<file path="src/rtl/ffc_pkg.sv">
// Types, codes and constants shared by the Fletcher frame checker modules.
package ffc_pkg;

    localparam logic [7:0] MAX_LEN_RESET = 8'd200;

    typedef enum logic [2:0] {
        PH_IDLE,
        PH_LENGTH,
        PH_PAYLOAD,
        PH_CHECK_A,
        PH_CHECK_B,
        PH_DISCARD
    } ffc_phase_t;

    typedef enum logic [1:0] {
        ST_VALID,
        ST_TOO_LONG,
        ST_BAD_SUM
    } ffc_status_t;

    typedef struct packed {
        logic [7:0] data_byte;
        logic       frame_start;
    } ffc_in_t;

    typedef struct packed {
        logic        frame_ok;
        ffc_status_t frame_status;
        logic [7:0]  frame_command;
        logic [7:0]  frame_length;
    } ffc_out_t;

endpackage

</file>
<file path="src/rtl/ffc_checker_core.sv">
// Frame state machine with the two running Fletcher sums and the length check.
module ffc_checker_core
    import ffc_pkg::*;
(
    input  logic       aclk,
    input  logic       aresetn,
    input  logic       advance,
    input  ffc_in_t    item,
    input  logic [7:0] max_len,
    output logic       res_valid,
    output ffc_out_t   res
);

    ffc_phase_t phase_reg;
    ffc_phase_t phase_next;
    logic [7:0] sum_first_reg;
    logic [7:0] sum_first_next;
    logic [7:0] sum_second_reg;
    logic [7:0] sum_second_next;
    logic [7:0] bytes_left_reg;
    logic [7:0] bytes_left_next;
    logic [7:0] held_command_reg;
    logic [7:0] held_command_next;
    logic [7:0] held_length_reg;
    logic [7:0] held_length_next;
    logic [7:0] check_first_reg;
    logic [7:0] check_first_next;
    logic [7:0] acc_first;
    logic [7:0] acc_second;
    logic       too_long;
    logic       sums_match;

    assign acc_first  = sum_first_reg + item.data_byte;
    assign acc_second = sum_second_reg + acc_first;
    assign too_long   = item.data_byte > max_len;
    assign sums_match = (check_first_reg == sum_first_reg)
                        && (item.data_byte == sum_second_reg);

    always_comb begin
        phase_next = phase_reg;
        if (advance) begin
            if (item.frame_start) begin
                phase_next = PH_LENGTH;
            end else begin
                case (phase_reg)
                    PH_LENGTH: begin
                        if (too_long) begin
                            phase_next = PH_DISCARD;
                        end else if (item.data_byte == 8'd0) begin
                            phase_next = PH_CHECK_A;
                        end else begin
                            phase_next = PH_PAYLOAD;
                        end
                    end
                    PH_PAYLOAD: begin
                        if (bytes_left_reg == 8'd1) begin
                            phase_next = PH_CHECK_A;
                        end
                    end
                    PH_CHECK_A: phase_next = PH_CHECK_B;
                    PH_CHECK_B: phase_next = PH_IDLE;
                    default:    phase_next = phase_reg;
                endcase
            end
        end
    end

    always_comb begin
        sum_first_next    = sum_first_reg;
        sum_second_next   = sum_second_reg;
        bytes_left_next   = bytes_left_reg;
        held_command_next = held_command_reg;
        held_length_next  = held_length_reg;
        check_first_next  = check_first_reg;
        res_valid         = 1'b0;
        res.frame_ok      = 1'b0;
        res.frame_status  = ST_VALID;
        res.frame_command = held_command_reg;
        res.frame_length  = held_length_reg;
        if (advance) begin
            if (item.frame_start) begin
                held_command_next = item.data_byte;
                held_length_next  = 8'd0;
                bytes_left_next   = 8'd0;
                check_first_next  = 8'd0;
                sum_first_next    = item.data_byte;
                sum_second_next   = item.data_byte;
            end else begin
                case (phase_reg)
                    PH_LENGTH: begin
                        held_length_next = item.data_byte;
                        sum_first_next   = acc_first;
                        sum_second_next  = acc_second;
                        res.frame_length = item.data_byte;
                        if (too_long) begin
                            res_valid        = 1'b1;
                            res.frame_status = ST_TOO_LONG;
                        end else begin
                            bytes_left_next = item.data_byte;
                        end
                    end
                    PH_PAYLOAD: begin
                        sum_first_next  = acc_first;
                        sum_second_next = acc_second;
                        bytes_left_next = bytes_left_reg - 8'd1;
                    end
                    PH_CHECK_A: begin
                        check_first_next = item.data_byte;
                    end
                    PH_CHECK_B: begin
                        res_valid        = 1'b1;
                        res.frame_ok     = sums_match;
                        res.frame_status = sums_match ? ST_VALID : ST_BAD_SUM;
                    end
                    default: begin
                        res_valid = 1'b0;
                    end
                endcase
            end
        end
    end

    always_ff @(posedge aclk) begin
        if (!aresetn) begin
            phase_reg        <= PH_IDLE;
            sum_first_reg    <= 8'd0;
            sum_second_reg   <= 8'd0;
            bytes_left_reg   <= 8'd0;
            held_command_reg <= 8'd0;
            held_length_reg  <= 8'd0;
            check_first_reg  <= 8'd0;
        end else begin
            phase_reg        <= phase_next;
            sum_first_reg    <= sum_first_next;
            sum_second_reg   <= sum_second_next;
            bytes_left_reg   <= bytes_left_next;
            held_command_reg <= held_command_next;
            held_length_reg  <= held_length_next;
            check_first_reg  <= check_first_next;
        end
    end

endmodule

</file>
<file path="config.mk">
export PLATFORM = sky130hd
export DESIGN_NAME = ffc_checker_core
export DESIGN_NICKNAME = d
export VERILOG_FILES = /design/src/rtl/ffc_pkg.sv /design/src/rtl/ffc_checker_core.sv
export SDC_FILE = /design/constraint.sdc
export NUM_CORES = 1
export LEC_CHECK = 0
export BUFFER_PORTS_ARGS = -buffer_cell sky130_fd_sc_hd__buf_2
export CAP_MARGIN = 40
export CORE_MARGIN = 8
export CORE_UTILIZATION = 53
export CTS_CLUSTER_DIAMETER = 60
export DETAILED_ROUTE_END_ITERATION = 16
export PLACE_DENSITY = 0.77
export SLEW_MARGIN = 20
export SYNTH_ARGS = -nofsm -noshare
export SYNTH_HDL_FRONTEND = slang
export SYNTH_SLANG_ARGS = --single-unit
</file>
<file path="constraint.sdc">
create_clock -name aclk -period 3.9 [get_ports aclk]
set_clock_uncertainty 0.2 [all_clocks]
set_input_delay 1.17 -clock aclk [delete_from_list [all_inputs] [get_ports aclk]]
set_output_delay 1.17 -clock aclk [all_outputs]
set_load 0.02 [all_outputs]
</file>
==> impl_metrics.toml, run 1 <==
[placed_design]
pre_cts_ws_ns = -0.278
routabilityCongestion = 0.861
dp_hpwl_mm = 6.75
io_buffers = 39
place_area_mm2 = 0.00389

[route]
vias = 3313
drc = 0
vias_per_cell = 5.80
ant_nets = 0
wl_mm = 8.93
wire_per_inst_um = 15.6
drt_iter0_markers = 316
drt_pass1_iterations = 6

[pwr]
p_leak_uw = 0.00188
vdd_drop_max_mv = 0.203
p_per_area_mw_per_mm2 = 337

[cells_and_area]
syn_to_final_growth_pct = 24.9
drive_gt1_share_pct = 23.9
final_area_mm2 = 0.00420
nFillCells = 516
layout.nets = 541
diodes = 0
utilization_pct = 67.2

[cts]
cts_buffers = 5
tritoncts = "built"
cts.path.max_buffers = 2
root_buffer = "clkbuf_8"
clk_pin_slew_worst_paths_ns = 0.09
clkSinkCount = 51
clk_latency_ns = 0.30
cts_htree_levels = 2

[global_route]
grt_pass1_wl_mm = 15.0
grt_max_degree = 36
track_usage_pct = 20.3
grt_pass1_vias = 3237
gr-total-overflow = 0
antenna_found_initial = 0

[timing]
fin_crit_ns = 4.05
fin_setup_tns_ns = -0.291
fmax_ghz = 0.247
maxSlewViolCount = 0
tightest_slew_ns = 0.671
min_period_over_period_pct = 104
rsz0062_at_grt = "true"
setup_viol = 2
holdWs_ns = 0.258
hold_viol_final = 0
finalWorstSetupSlack_ns = -0.150
relSlewSlack_pct = 55.0

[yosys]
ys.flop_type = "dfxtp_1"
yosysTopAreaCell = "dfxtp_1"
seq_area_frac_synth_pct = 30.4
synth_cell_types = 46
synth_seq_cells = 51
synth_common_cells = "dfxtp_1, nand2_1, nor2_1"
syn_area_per_cell_um2 = 7.90
synth.cell_area_mm2 = 0.00336
synth_nets = 472
ys_warn_count = 0
synthArstFlopShare_pct = 0
syn_inst = 425
synth.area.top_cells = "dfxtp_1, ha_1, xnor2_1, a21oi_1, nand2_1"
synth_top_cell_area_share_pct = 30.4
synth_edf_count = 0
yosysMostFrequentCell = "dfxtp_1"

[floorplan]
row_count = 29
dieArea_mm2 = 0.00914
io_pins = 40
core_mm2 = 0.00624
start_util_pct = 53.8
dieHeight_um = 95.6
die_w_um = 95.6

[worst_setup_path]
cp-start-kind = "primary input"
path_class = "primary input to primary output"
r2r_start = "sum_first_reg[1]$_SDFFE_PN0P_"
crit_path_max_fanout = 3
worst-path-buf-inv = 3
crit_family = "compound AO/OA/AOI/OAI gates"
path_cells = "buf_6 -> inv_4 -> ha_4 -> a21o_1 -> a221o_1 -> a221o_1 -> nand2_2 -> o21ai_2 -> buf_6"
r2r_setup_slack_ns = 0.70
slowest_delay_ns = 0.37
slowest_stage = "a221o_1"
crit_arrival_ns = 2.68
startpoint = "max_len[2]"
cp.required_ns = 2.53
endpoint_kind = "primary output"

[hold_path]
hp-class = "flip-flop to flip-flop"
worstHoldStart = "held_length_reg[1]$_SDFFE_PN0P_"

[status]
status = "finished with violations"
failed_checks = "negative setup slack"

[job]
maxCapViolCount = 0
-- final timing paths --
kind	endpoint	cells past startpoint
hold / removal	held_length_reg[1]$_SDFFE_PN0P_	2
setup reg to reg	sum_second_reg[7]$_SDFFE_PN0P_	12
hold reg to reg	held_length_reg[1]$_SDFFE_PN0P_	2
setup / recovery	res_valid	9
-- layer usage --
metal | vias up | global-route usage, % | wire, µm
met2 | 97 | 34.6 | 4270
met4 | 0 | 6.53 | 183
li1 | 1627 | - | -
met1 | 1566 | 25.7 | 3980
met3 | 23 | 2.99 | 490
met5 | - | 0 | 0
-- cells by family after synthesis --
group	count (synthesis)	synth area share, %
AOI/OAI and AO/OA	110	21.7
xor gates and xnor gates	33	8.61
adders and majority gates	27	10.5
buffers and inverters	46	5.25
DFF	51	30.4
muxes	16	4.77
and+or+nand+nor	142	18.8
-- timing repair --
action	4_1_cts	5_1_grt
buffers inserted	3	3
setup endpoints to repair	4	4
hold buffers	0	0
pin swaps	12	14
gates resized for setup	22	14
endpoints found under the hold margin	0	0
-- per-stage QoR --
| step | power (µW) | std cells |
|---|---|---|
| 2_1_floorplan | 877 | 425 |
| 3_3_place_gp | 1020 | 558 |
| 3_5_place_dp | 1030 | 559 |
| 4_1_cts | 1400 | 569 |
| 5_1_grt | 1500 | 571 |
| 6_report | 1420 | 571 |
-- area by class of cell --
cell class | instances | area (µm²) | share of cell area [%]
flip-flops and latches | 51 | 1020 | 24.3
multi-input cells | 328 | 2280 | 54.3
well taps | 77 | 96.3 | 2.30
clock buffers | 6 | 72.6 | 1.73
inverters | 21 | 81.3 | 1.94
repair buffers | 87 | 617 | 14.7
clock inverters | 1 | 30.0 | 0.716
-- layout by cell type, fill, tap and decap left out, types with 11 or more instances in the layout --
master	netlist	routed
dfxtp_1	51	51
nand2_1	50	49
nor2_1	46	45
buf_4	0	45
a21oi_1	41	40
buf_2	3	31
xnor2_1	26	22
ha_1	25	21
inv_1	21	17
mux2i_1	16	16
nand3_1	13	13
o21ai_0	13	11
a211oi_1	11	11
buf_6	0	11
-- where the power goes --
part | internal, µW | switching (µW)
combinational | 241 | 248
sequential | 546 | 29.2
clock | 188 | 163
-- worst reg2reg max path, cell delays in order, from the launching register on --
cell,delay (ns)
dfxtp_1,0.47
ha_1,0.28
a21oi_1,0.13
buf_4,0.15
o2111ai_2,0.14
xor2_1,0.20
buf_4,0.15
ha_1,0.21
buf_4,0.14
a2111o_1,0.40
and4_1,0.17
or2_0,0.22
a221oi_2,0.24
(Power assumes the default switching activity.)
==> run 2, diff against run 1 <==
--- a/config.mk
+++ b/config.mk
@@ -8,10 +8,10 @@
 export BUFFER_PORTS_ARGS = -buffer_cell sky130_fd_sc_hd__buf_2
 export CAP_MARGIN = 40
 export CORE_MARGIN = 8
-export CORE_UTILIZATION = 53
+export CORE_UTILIZATION = 30
+export CTS_BUF_LIST = sky130_fd_sc_hd__clkbuf_8 sky130_fd_sc_hd__clkbuf_16
 export CTS_CLUSTER_DIAMETER = 60
 export DETAILED_ROUTE_END_ITERATION = 16
-export PLACE_DENSITY = 0.77
 export SLEW_MARGIN = 20
 export SYNTH_ARGS = -nofsm -noshare
 export SYNTH_HDL_FRONTEND = slang
==> run 2 against run 1 <==
  * The flow still finishes with violations (negative setup slack)
  * Largest power group unchanged
  * Combinational power barely moved
  * Critical endpoint is now res[16]
  * Die area rose by 62%
  * Highest routed layer unchanged
  * Sequential power barely moved
==> impl_metrics.toml, run 2 (synthesis gave the netlist of run 1 again) <==
[timing]
hold_viol_final = 0
relSlewSlack_pct = 57.1
tightest_slew_ns = 0.643
rsz0062_at_grt = "true"
fin_setup_tns_ns = -0.339
setup_viol = 2
maxSlewViolCount = 0
fin_crit_ns = 4.08
finalWorstSetupSlack_ns = -0.180
fmax_ghz = 0.245
min_period_over_period_pct = 105
holdWs_ns = 0.255

[cts]
cts_hold_buf = 0
clk_pin_slew_worst_paths_ns = 0.10
clkSinkCount = 51
cts.path.max_buffers = 2
root_buffer = "clkbuf_8"
cts_htree_levels = 2
cts_buffers = 5
clk_latency_ns = 0.32
tritoncts = "built"

[worst_setup_path]
r2r_setup_slack_ns = 0.73
crit_path_max_fanout = 3
cp.required_ns = 2.53
r2r_cells = 12
crit_arrival_ns = 2.71
cp-start-kind = "primary input"
r2r_start = "sum_first_reg[1]$_SDFFE_PN0P_"
path_class = "primary input to primary output"
r2r_end = "sum_second_reg[7]$_SDFFE_PN0P_"
endpoint_kind = "primary output"

[hold_path]
min_to = "held_command_reg[1]$_SDFFE_PN0P_"
hold_depth = 2
hp-class = "flip-flop to flip-flop"
worstHoldStart = "held_command_reg[1]$_SDFFE_PN0P_"

[pwr]
p_clk_share_pct = 27.2
p_comb_share_pct = 33.3
power.switching_uw = 480
vdd_drop_max_mv = 0.156
seqPwrFrac_pct = 39.5
p_per_area_mw_per_mm2 = 339
power.internal_uw = 977
p_leak_uw = 0.00187
swShare_pct = 33.0

[route]
wl_mm = 9.56
drt_iter0_markers = 169
ant_nets = 0
vias_per_cell = 5.07
drc = 0
drt_pass1_iterations = 4
vias = 3212
wire_per_inst_um = 15.1

[cells_and_area]
diodes = 0
mostFrequentLayoutCells = "dfxtp_1, nand2_1, buf_4"
drive_gt1_share_pct = 25.2
fin_cells = 633
utilization_pct = 39.5
syn_to_final_growth_pct = 28.0
layout.nets = 539
mostFrequentLayoutCell = "dfxtp_1"

[status]
failed_checks = "negative setup slack"
status = "finished with violations"

[global_route]
gr-total-overflow = 0
antenna_found_initial = 0
grt_pass1_wl_mm = 15.8
grt_max_degree = 28
track_usage_pct = 12.9
grt_pass1_vias = 3211

[floorplan]
dieHeight_um = 122
io_pins = 40
row_count = 38
start_util_pct = 30.8
core_mm2 = 0.0109
dieArea_mm2 = 0.0148
die_w_um = 122

[placed_design]
place_inst = 626
io_buffers = 39
routabilityCongestion = 0.823
dp_hpwl_mm = 7.12

[job]
maxCapViolCount = 0
run 2: cell types whose count changed in the layout (fill, tap and decap cells not counted), moves of 2 or more:
cell,before,now
a21oi_2,1,3
ha_1,21,19
buf_6,11,5
a21oi_1,40,37
buf_4,45,49
ha_4,3,5
run 2: critical path, cell delays in order:
cell	delay (ns)
buf_6	0.10
inv_4	0.05
ha_4	0.20
a21o_1	0.16
a221o_1	0.31
a221o_1	0.38
nand2_2	0.12
nor2_1	0.06
buf_4	0.17
run 2: power by group through the flow:
stage | Combinational (µW) | Sequential [µW] | Clock [µW]
global placement | 437 | 584 | 0
floorplan | 296 | 581 | 0
global route | 539 | 579 | 424
CTS | 459 | 573 | 402
finish | 486 | 575 | 396
detailed placement | 448 | 585 | 0
run 2: repair_timing:
item                                    4_1_cts  5_1_grt
buffers inserted                              0        2
resized for setup                            20       21
pin swaps                                     8       14
endpoints found under the setup margin        4        4
run 2: area by class of cell:
| cell class | instances | area (µm²) |
|---|---|---|
| fill | 1056 | 6590 |
| clock buffer | 5 | 68.8 |
| tap | 140 | 175 |
| clock inverter | 3 | 46.3 |
| inverter | 21 | 81.3 |
| multi-input combinational | 328 | 2330 |
| timing repair buffer | 85 | 579 |
| sequential | 51 | 1020 |
run 2: worst max path at each step:
stage | startpoint | endpoint | slack (ns)
floorplan | max_len[2] | res[16] | 0.002
global placement | item[3] | res_valid | -0.25
detailed placement | item[3] | res_valid | -0.27
CTS | max_len[2] | res[16] | -0.21
global route | max_len[2] | res[16] | -0.23
finish | max_len[2] | res[16] | -0.18
run 2: through the flow:
stage          power, µW  setup slack [ns]  area, µm²
3_3_place_gp        1020            -0.253       3990
6_report            1460            -0.180       4300
5_1_grt             1540            -0.229       4300
2_1_floorplan        877           0.00178       3370
4_1_cts             1430            -0.210       4190
3_5_place_dp        1030            -0.274       4000
run 2: layer usage:
metal	share of wire [%]	track usage [%]	up-vias
li1	-	-	1625
met1	45	16.1	1525
met2	50	22.7	48
met3	2.7	1.02	14
met4	2.1	4.70	0
met5	0	0	-
